**config.mk**
```make
export PLATFORM = sky130hd
export DESIGN_NAME = debug_packet_deframer
export DESIGN_NICKNAME = d
export VERILOG_FILES = /design/src/design/dpd_pkg.sv /design/src/design/debug_packet_deframer.sv /design/src/design/dpd_step.sv
export SDC_FILE = /design/constraint.sdc
export NUM_CORES = 1
export LEC_CHECK = 0
export BUFFER_PORTS_ARGS = -buffer_cell sky130_fd_sc_hd__buf_2
export CAP_MARGIN = 10
export CELL_PAD_IN_SITES_DETAIL_PLACEMENT = 0
export CELL_PAD_IN_SITES_GLOBAL_PLACEMENT = 1
export CORE_MARGIN = 2
export CORE_UTILIZATION = 40
export CTS_CLUSTER_SIZE = 14
export DETAILED_ROUTE_END_ITERATION = 8
export HOLD_SLACK_MARGIN = 0.15
export PLACE_DENSITY = 0.75
export SYNTH_ARGS = -nofsm -noshare
export SYNTH_HDL_FRONTEND = slang
export SYNTH_SLANG_ARGS = --single-unit
```
**constraint.sdc**
```tcl
create_clock -name clk -period 2.5 [get_ports clk]
set_input_delay 0.75 -clock clk [delete_from_list [all_inputs] [get_ports clk]]
set_output_delay 0.75 -clock clk [all_outputs]
set_load 0.03 [all_outputs]
```
**src/design/dpd_pkg.sv**
```systemverilog
package dpd_pkg;

	// Largest payload plus one; a byte that would reach this count is an overflow
	localparam int PAYLOAD_CAP = 1024;
	localparam int COUNT_W = $clog2(PAYLOAD_CAP);
	localparam int LEN_W = 10;
	localparam int LEN_MAX = 1023;

	// Framing characters
	localparam logic [7:0] CH_START = 8'h24;  // '$'
	localparam logic [7:0] CH_END = 8'h23;    // '#'

	// Receiver phase, one-hot
	typedef enum logic [3:0] {
		PH_HUNT = 4'b0001,
		PH_DATA = 4'b0010,
		PH_DIG1 = 4'b0100,
		PH_DIG2 = 4'b1000
	} phase_t;

	// Result kinds
	typedef enum logic [2:0] {
		KIND_DATA = 3'd0,
		KIND_GOOD = 3'd1,
		KIND_MISMATCH = 3'd2,
		KIND_OVERFLOW = 3'd3,
		KIND_BAD_DIGIT = 3'd4
	} kind_t;

	// Acknowledge codes
	typedef enum logic [1:0] {
		ACK_NONE = 2'd0,
		ACK_PLUS = 2'd1,
		ACK_MINUS = 2'd2
	} ack_t;

	typedef struct packed {
		phase_t phase;
		logic [7:0] sum;
		logic [COUNT_W-1:0] count;
		logic [3:0] nibble;
		logic hi_ok;
	} state_t;

	typedef struct packed {
		kind_t kind;
		logic [7:0] data;
		logic [LEN_W-1:0] len;
		ack_t ack;
	} result_t;

endpackage

```
**src/design/debug_packet_deframer.sv**
```systemverilog
// Packet deframer for a debug serial link. Takes one byte per cycle unless
// in_stall holds it: drops bytes until '$', passes payload bytes out one
// result each while summing them modulo 256, and after '#' reads two hex digits
// and reports a verdict (good, mismatch or bad digits) with the payload length
// and an ack code; an over-long payload is reported as an overflow instead.
// Throughput is one byte per cycle when neither side stalls. A byte goes into an
// input register, its result, if any, into the result register, decided by the
// framing state machine between them combinationally. in_stall rises only when
// the input register holds a byte and the result register is full and stalled.
module debug_packet_deframer (
	input logic clk,
	input logic arst_n,
	input logic no_ack_we,
	input logic no_ack_wdata,
	input logic in_valid,
	output logic in_stall,
	input logic [7:0] rx_byte,
	output logic out_valid,
	input logic out_stall,
	output logic [2:0] result_kind,
	output logic [7:0] data_byte,
	output logic [9:0] payload_length,
	output logic [1:0] ack_code
);

	logic no_ack_q;
	logic vld_s1;
	logic [7:0] rx_s1;
	logic vld_s2;
	dpd_pkg::result_t res_s2;
	dpd_pkg::state_t st_q;
	dpd_pkg::state_t st_nxt;
	dpd_pkg::result_t res;
	logic res_valid;
	logic out_blocked;
	logic advance;

	dpd_step u_step (
		.st(st_q),
		.rx(rx_s1),
		.no_ack(no_ack_q),
		.st_nxt(st_nxt),
		.res_valid(res_valid),
		.res(res)
	);

	// Handshake control
	assign out_blocked = vld_s2 && out_stall;
	assign advance = vld_s1 && !out_blocked;
	assign in_stall = vld_s1 && out_blocked;

	// Config register, input stage, state and result valid
	always_ff @(posedge clk or negedge arst_n) begin
		if (!arst_n) begin
			no_ack_q <= 1'b0;
			vld_s1 <= 1'b0;
			vld_s2 <= 1'b0;
			st_q.phase <= dpd_pkg::PH_HUNT;
			st_q.sum <= 8'd0;
			st_q.count <= '0;
			st_q.nibble <= 4'd0;
			st_q.hi_ok <= 1'b0;
		end else begin
			if (no_ack_we) begin
				no_ack_q <= no_ack_wdata;
			end
			if (!in_stall) begin
				vld_s1 <= in_valid;
			end
			if (advance) begin
				st_q <= st_nxt;
			end
			if (!out_blocked) begin
				vld_s2 <= advance && res_valid;
			end
		end
	end

	// Payload registers
	always_ff @(posedge clk) begin
		if (!in_stall && in_valid) begin
			rx_s1 <= rx_byte;
		end
		if (advance && res_valid) begin
			res_s2 <= res;
		end
	end

	assign out_valid = vld_s2;
	assign result_kind = res_s2.kind;
	assign data_byte = res_s2.data;
	assign payload_length = res_s2.len;
	assign ack_code = res_s2.ack;

	// Payload byte results carry no length and no ack
	a_data_clean: assert property (@(posedge clk) disable iff (!arst_n)
		(vld_s2 && res_s2.kind == dpd_pkg::KIND_DATA) |->
			(res_s2.len == '0 && res_s2.ack == dpd_pkg::ACK_NONE))
		else $error("payload byte result with length or ack");

	// An ack is only given on a checksum verdict outside no-ack mode
	a_ack_kind: assert property (@(posedge clk) disable iff (!arst_n)
		(vld_s2 && res_s2.ack != dpd_pkg::ACK_NONE) |->
			((res_s2.kind == dpd_pkg::KIND_GOOD || res_s2.kind == dpd_pkg::KIND_MISMATCH)
			&& !no_ack_q))
		else $error("ack code on wrong result");

	// Any verdict sends the receiver back to hunting
	a_verdict_hunt: assert property (@(posedge clk) disable iff (!arst_n)
		(advance && res_valid && res.kind != dpd_pkg::KIND_DATA) |=>
			(st_q.phase == dpd_pkg::PH_HUNT))
		else $error("no return to hunt after verdict");

	// A stalled input is only possible with a byte held in the input stage
	a_stall_cause: assert property (@(posedge clk) disable iff (!arst_n)
		in_stall |-> (vld_s1 && vld_s2))
		else $error("input stalled with free stages");

endmodule

```
**src/design/dpd_step.sv**
```systemverilog
module dpd_step (
	input dpd_pkg::state_t st,
	input logic [7:0] rx,
	input logic no_ack,
	output dpd_pkg::state_t st_nxt,
	output logic res_valid,
	output dpd_pkg::result_t res
);

	logic dig_ok;
	logic [3:0] dig_val;
	logic at_cap;
	logic [dpd_pkg::LEN_W-1:0] len_out;

	// Hex digit decode, either case
	always_comb begin
		dig_ok = 1'b1;
		dig_val = 4'd0;
		if (rx >= 8'h30 && rx <= 8'h39) begin
			dig_val = 4'(rx - 8'h30);
		end else if (rx >= 8'h61 && rx <= 8'h66) begin
			dig_val = 4'(rx - 8'h61 + 8'd10);
		end else if (rx >= 8'h41 && rx <= 8'h46) begin
			dig_val = 4'(rx - 8'h41 + 8'd10);
		end else begin
			dig_ok = 1'b0;
		end
	end

	// Capacity check and saturated length
	assign at_cap = (32'(st.count) >= dpd_pkg::PAYLOAD_CAP - 1);
	assign len_out = (32'(st.count) > dpd_pkg::LEN_MAX) ?
		dpd_pkg::LEN_W'(dpd_pkg::LEN_MAX) : dpd_pkg::LEN_W'(st.count);

	// Framing state machine
	always_comb begin
		st_nxt = st;
		res_valid = 1'b0;
		res.kind = dpd_pkg::KIND_DATA;
		res.data = 8'd0;
		res.len = '0;
		res.ack = dpd_pkg::ACK_NONE;
		unique case (st.phase)
			dpd_pkg::PH_HUNT: begin
				if (rx == dpd_pkg::CH_START) begin
					st_nxt.phase = dpd_pkg::PH_DATA;
					st_nxt.sum = 8'd0;
					st_nxt.count = '0;
				end
			end
			dpd_pkg::PH_DATA: begin
				if (rx == dpd_pkg::CH_END) begin
					st_nxt.phase = dpd_pkg::PH_DIG1;
				end else if (at_cap) begin
					// payload full: drop the byte and report
					res_valid = 1'b1;
					res.kind = dpd_pkg::KIND_OVERFLOW;
					res.len = len_out;
					st_nxt.phase = dpd_pkg::PH_HUNT;
				end else begin
					res_valid = 1'b1;
					res.data = rx;
					st_nxt.count = st.count + dpd_pkg::COUNT_W'(1);
					st_nxt.sum = st.sum + rx;
				end
			end
			dpd_pkg::PH_DIG1: begin
				st_nxt.hi_ok = dig_ok;
				st_nxt.nibble = dig_ok ? dig_val : 4'd0;
				st_nxt.phase = dpd_pkg::PH_DIG2;
			end
			dpd_pkg::PH_DIG2: begin
				st_nxt.phase = dpd_pkg::PH_HUNT;
				res_valid = 1'b1;
				res.len = len_out;
				if (!dig_ok || !st.hi_ok) begin
					res.kind = dpd_pkg::KIND_BAD_DIGIT;
				end else if ({st.nibble, dig_val} == st.sum) begin
					res.kind = dpd_pkg::KIND_GOOD;
					res.ack = no_ack ? dpd_pkg::ACK_NONE : dpd_pkg::ACK_PLUS;
				end else begin
					res.kind = dpd_pkg::KIND_MISMATCH;
					res.ack = no_ack ? dpd_pkg::ACK_NONE : dpd_pkg::ACK_MINUS;
				end
			end
			default: begin
				st_nxt.phase = dpd_pkg::PH_HUNT;
			end
		endcase
	end

endmodule

```
==> results_dict.tcl, run 1 <==
set metrics [dict create \
    status "finished clean" \
    r2r_cells 8 \
    clk_pin_slew_worst_paths_ns 0.07 \
    yosys.area.top_type "edfxtp_1" \
    via_per_inst 5.33 \
    r2r-start "rx_s1[0]" \
    drc_errors 0 \
    critical_path.max_fanout 5 \
    via_count 2392 \
    fin_setup_tns_ns 0 \
    ios 39 \
    tightest_slew_ns 0.718 \
    cts_buffers 9 \
    drt-initial-drc-count 231 \
    post-place-ws_ns 0.0983 \
    leakagePower_nw 1.45 \
    portBuffers 38 \
    ys_warn_count 0 \
    fin_nets 368 \
    postSynth.asyncResetShare_pct 49.2 \
    antenna_found_initial 0 \
    grt_usage_pct 16.7 \
    finalMaxSlewViolations 0 \
    dieArea_um2 8660 \
    clock_skew_ns 0.0132 \
    clk_path_buf_depth 2 \
    r2r-end "ack_code[1]" \
    met2_length_mm 2.83 \
    dp.cells 432 \
    instances_no_fill 449 \
    grt-ovfl-total 0 \
    maxCapViolCount 0 \
    end_kind "flop" \
    ant_nets 0 \
    syn_nets 312 \
    cp.arrival_ns 2.50 \
    area_delta_synth_final_pct 20.7 \
    finish.utilization_pct 49.8 \
    cts_sinks 61 \
    routed_wl_mm 6.51 \
    syn-cell-area_um2 3170 \
    holdWs_ns 0.467 \
    worstPathRequired_ns 2.58 \
    rows 32 \
    fillCellCount 685 \
    rrSetupSlack_ns 0.07 \
    syn_avg_cell_area_um2 11.1 \
    grt_pass1_vias 2279 \
    drive_gt1_share_pct 28.5 \
    synth_edf_count 31 \
    peakVddDrop_v 0.000295 \
    fp.dieW_um 93.0 \
    synth_area_leaders "edfxtp_1 (29%), dfrtp_1 (23%), ha_1 (4.3%), nand2_1 (3.1%), o31ai_1 (2.6%)" \
    clock.fmax_mhz 412 \
    power_density_nw_per_um2 543 \
    cts_tree "built" \
    ys_types 62 \
    grt_setup_unrepaired "yes" \
    critPathKind "flop to flop" \
    start_util_pct 41.3 \
    ys_ff_latch 61 \
    htreeDepth 3 \
    antennaDiodeCount 0 \
    met3_length_um 373 \
    relSlewSlack_pct 52.1 \
    core_region_area_um2 7690 \
    ys_seq_area_share_pct 53.1 \
    maxUsedRoutingLayer "met4" \
    gp_congestion 0.871 \
    grt_pass1_wl_mm 11.1 \
    synth_top_area_share_pct 29.3 \
    hold_viol 0 \
    wire_per_inst_um 14.5 \
    start_kind "flop" \
    wl_met1_mm 3.17 \
    setup_viol 0 \
    setup_ws_ns 0.0726 \
    period_minus_slack_ns 2.43 \
    ys.flop_type "edfxtp_1" \
    syn_inst 286 \
    die_h_um 93.0 \
    holdCritPathClass "primary input to asynchronous set/reset pin" \
    grt_max_degree 31 \
    clockRootBuffer "clkbuf_8" \
    clkLatencyLatePin_ns 0.34 \
    post-route-period-util_pct 97.1 \
    hold_buffers 0 \
    firstDrtPassIters 4 \
    dpl.hpwl_mm 4.76 \
]
-- state kept, by name, indices dropped and copies added (netlist names) --
register and flops:
st_q 27, ack_code 2, result_kind 3, vld_s1 1, payload_length 10, out_valid 1, data_byte 8, no_ack_q 1
rx_s1 8
-- per-stage QoR --
step	cell area [um2]	power (mW)
after floorplan	3170	1.18
after global placement	3560	1.24
after CTS	3750	2.08
after detailed placement	3560	1.24
after global routing	3830	2.17
final	3830	2.08
-- power by group --
part / internal [mW] / switching [mW]
logic: 0.0646 / 0.0789
clock network: 0.458 / 0.390
registers: 1.07 / 0.0217
-- kinds of logic after synthesis --
family                   after synthesis  synth area share (%)
buffers and inverters                 14                  2.05
XOR/XNOR                              11                  3.04
AND/OR/NAND/NOR                      114                  20.3
adder cells (fa/ha/maj)               12                  4.97
AO/OA/AOI/OAI                         68                  14.5
flip-flops                            61                  53.1
multiplexers                           6                  2.09
-- final cells by class --
cell class	count	area [um2]	area share [%]
clock buffers	10	128	3.33
multi-input cells	211	1490	39.0
well taps	102	128	3.33
repair buffers	52	308	8.04
clock inverters	6	63.8	1.67
inverters	7	26.3	0.686
flip-flops and latches	61	1680	43.9
-- cells in the mapped netlist (2+ instances only) --
master / instances
a211oi_1: 2
a21o_1: 2
a21oi_1: 10
a22oi_1: 3
a31oi_1: 2
and2_1: 10
and3_1: 5
and4_4: 2
buf_2: 4
dfrtp_1: 29
edfxtp_1: 31
ha_1: 11
inv_1: 7
mux2_2: 5
nand2_1: 26
nand2b_1: 5
nand3_1: 10
nand4_1: 4
nor2_1: 19
nor2b_1: 11
nor3_1: 5
nor4_1: 3
o21ai_0: 14
o21ai_1: 8
o21bai_1: 2
o31ai_1: 11
xnor2_1: 8
xor2_1: 3
-- routing by layer --
metal | vias up | global-route usage, %
li1 | 1178 | -
met1 | 1123 | 23.6
met2 | 77 | 24.4
met3 | 14 | 3.46
met4 | 0 | 8.09
met5 | - | 0
-- cells in the final DEF, fill, tap and decap left out, types with 4 or more instances in the layout --
cell,n
nand2_1,26
buf_2,38
inv_1,5
nor3_1,4
nand3_1,10
edfxtp_1,31
nand2b_1,5
and2_1,10
nand4_1,4
o21ai_1,7
dfrtp_1,29
and3_1,5
o31ai_1,11
o21ai_0,14
nor2_1,18
mux2_2,5
ha_1,9
nor2b_1,11
clkbuf_8,9
buf_4,13
a21oi_1,9
xnor2_1,8
-- worst max-delay path: stages, from the launching register on --
cell and delay [ns]:
edfxtp_1 0.47, inv_2 0.12, ha_4 0.14, or3b_4 0.38
and4_4 0.19, or3_4 0.38, a21oi_4 0.18, o2111a_1 0.26
nor3_1 0.05
-- what timing repair did --
action	in CTS	in global routing
setup endpoints to repair	0	4
gates resized for setup	0	16
setup buffers	0	1
-- worst max path at each step --
stage	start	endpoint	slack, ns	cells after the start
after floorplan	rx_s1[0]	ack_code[0]	0.14	6
after global placement	rx_s1[0]	result_kind[1]	0.19	8
after detailed placement	rx_s1[0]	result_kind[1]	0.1	8
after CTS	rx_s1[0]	result_kind[1]	0.07	8
after global routing	rx_s1[6]	ack_code[0]	-0.008	6
final	rx_s1[0]	ack_code[1]	0.07	8
Power figures use the tool's default switching activity.
==> run 2: changes to the inputs <==
--- a/config.mk
+++ b/config.mk
@@ -9,12 +9,13 @@
 export CAP_MARGIN = 10
 export CELL_PAD_IN_SITES_DETAIL_PLACEMENT = 0
 export CELL_PAD_IN_SITES_GLOBAL_PLACEMENT = 1
-export CORE_MARGIN = 2
-export CORE_UTILIZATION = 40
+export CORE_MARGIN = 3
+export CORE_UTILIZATION = 41
 export CTS_CLUSTER_SIZE = 14
 export DETAILED_ROUTE_END_ITERATION = 8
+export GPL_TIMING_DRIVEN = 1
 export HOLD_SLACK_MARGIN = 0.15
-export PLACE_DENSITY = 0.75
+export PLACE_DENSITY = 0.77
 export SYNTH_ARGS = -nofsm -noshare
 export SYNTH_HDL_FRONTEND = slang
 export SYNTH_SLANG_ARGS = --single-unit
==> run 2 against run 1 <==
Net effect: first-iteration DRC count down 52%; clock-buffer cell count unchanged; hold slack worse by 0.0025 ns; combinational power about the same; clock skew down 0.0045 ns; final area unchanged; power up 0.40%; clock power up 0.9%; sequential power about the same; final cell count down 0.22%; largest cell class unchanged.
==> results_dict.tcl, run 2 (synthesized netlist as in run 1, its figures left out) <==
set metrics [dict create \
    status "finished clean" \
    leakagePower_nw 1.46 \
    instances_no_fill 448 \
    fp.dieW_um 94.0 \
    portBuffers 38 \
    area_delta_synth_final_pct 20.7 \
    use_met3_pct 4.17 \
    hold_buffers 0 \
    grt.met1_usage_pct 24.1 \
    regMostFlops "st_q" \
    power_density_nw_per_um2 546 \
    cts_buffers 9 \
    clkLatencyLatePin_ns 0.34 \
    clock_skew_ns 0.00875 \
    critical_path.max_fanout 5 \
    clk_path_buf_depth 2 \
    via_count 2331 \
    htreeDepth 3 \
    dieArea_um2 8830 \
    peakVddDrop_v 0.000259 \
    drt-initial-drc-count 110 \
    clk_pin_slew_worst_paths_ns 0.07 \
    fin_nets 370 \
    dp.cells 429 \
    via_per_inst 5.20 \
    grt_pass1_vias 2242 \
    post-route-period-util_pct 97.7 \
    busiest_layer "met2" \
    end_kind "flop" \
    ant_nets 0 \
    holdWs_ns 0.464 \
    cts_tree "built" \
    grt_pass1_wl_mm 11.3 \
    period_minus_slack_ns 2.44 \
    routed_wl_mm 6.68 \
    grt_usage_pct 16.8 \
    tightest_slew_ns 0.719 \
    grt_max_degree 31 \
    fillCellCount 668 \
    relSlewSlack_pct 52.1 \
    die_h_um 94.0 \
    antennaDiodeCount 0 \
    firstDrtPassIters 4 \
    start_kind "flop" \
    start_util_pct 43.0 \
    grtUsageMet2_pct 24.7 \
    holdCritPathClass "primary input to asynchronous set/reset pin" \
    dpl.hpwl_mm 4.80 \
    wire_per_inst_um 14.9 \
    clockRootBuffer "clkbuf_8" \
    finalMaxSlewViolations 0 \
    maxCapViolCount 0 \
    antenna_found_initial 0 \
    drc_errors 0 \
    clock.fmax_mhz 410 \
    critPathKind "flop to flop" \
    setup_ws_ns 0.0581 \
    hold_viol 0 \
    most-common-layout-cells "buf_2 (38), edfxtp_1 (31), dfrtp_1 (29), nand2_1 (26), nor2_1 (18)" \
    setup_viol 0 \
    post-place-ws_ns 0.0831 \
    ios 39 \
    gp_congestion 0.867 \
    finish.utilization_pct 52.0 \
    largest_register_ffs 27 \
    cp.arrival_ns 2.53 \
    cts_sinks 61 \
    worstPathRequired_ns 2.59 \
    core_region_area_um2 7370 \
    fin_setup_tns_ns 0 \
    rows 31 \
    drive_gt1_share_pct 28.1 \
    grt-ovfl-total 0 \
    final_common_cell "buf_2" \
]
[run 2: cell count changes in the layout (fill, tap and decap cells not counted)]
cell / previous run / this run
o21ai_2: 2 / 1
a21oi_2: 0 / 1
buf_4: 13 / 15
o21ai_1: 7 / 8
inv_1: 5 / 6
inv_2: 2 / 1
nor3_2: 1 / 0
o2111ai_2: 1 / 0
o2111ai_1: 0 / 1
nor3_1: 4 / 5
a21oi_1: 9 / 8
[run 2: where the power goes]
part / switching (mW) / total, mW / internal [mW] / leakage (nW)
sequential: 0.0210 / 1.09 / 1.07 / 0.648
combinational: 0.0795 / 0.145 / 0.0655 / 0.717
clock: 0.398 / 0.856 / 0.458 / 0.0923
[run 2: final timing paths]
| kind | start | to | slack, ns | cells after the start |
|---|---|---|---|---|
| setup / recovery | rx_s1[0] | result_kind[1] | 0.06 | 8 |
| hold / removal | arst_n | st_q[9] | 0.46 | 1 |
| setup reg to reg | rx_s1[0] | result_kind[1] | 0.06 | 8 |
| hold reg to reg | st_q[14] | st_q[14] | 0.51 | 1 |
| max in group asynchronous | arst_n | st_q[1] | 1.57 | 1 |
| min in group clk | st_q[14] | st_q[14] | 0.51 | 1 |
[run 2: worst max-delay path, cell delays in order, from the launching register on]
cell      delay, ns
edfxtp_1       0.50
inv_2          0.13
ha_4           0.15
or3b_4         0.38
and4_4         0.20
or3_4          0.38
a21oi_4        0.16
o2111a_1       0.24
o21ai_1        0.06
[run 2: area by class of cell]
cell class | instances | area (um2) | share of cell area, %
Sequential cell | 61 | 1680 | 43.9
Multi-Input combinational cell | 211 | 1480 | 38.7
Timing Repair Buffer | 54 | 323 | 8.43
Clock buffer | 10 | 128 | 3.33
Tap cell | 99 | 124 | 3.23
Clock inverter | 6 | 63.8 | 1.67
Inverter | 7 | 26.3 | 0.686
[run 2: what timing repair did]
item,CTS,global route
endpoints found under the setup margin,0,5
gates resized for setup,0,13
buffers inserted,0,3
[run 2: metal layers]
| metal | part of all wire, % | vias up |
|---|---|---|
| met1 | 50 | 1088 |
| met4 | 1.1 | 0 |
| met3 | 4.0 | 6 |
| li1 | - | 1185 |
| met5 | 0 | - |
| met2 | 45 | 52 |
[run 2: metrics by stage]
step	cell area, um2	power (mW)
5_1_grt	3830	2.18
3_5_place_dp	3560	1.24
2_1_floorplan	3170	1.18
6_report	3830	2.09
4_1_cts	3750	2.09
3_3_place_gp	3560	1.24
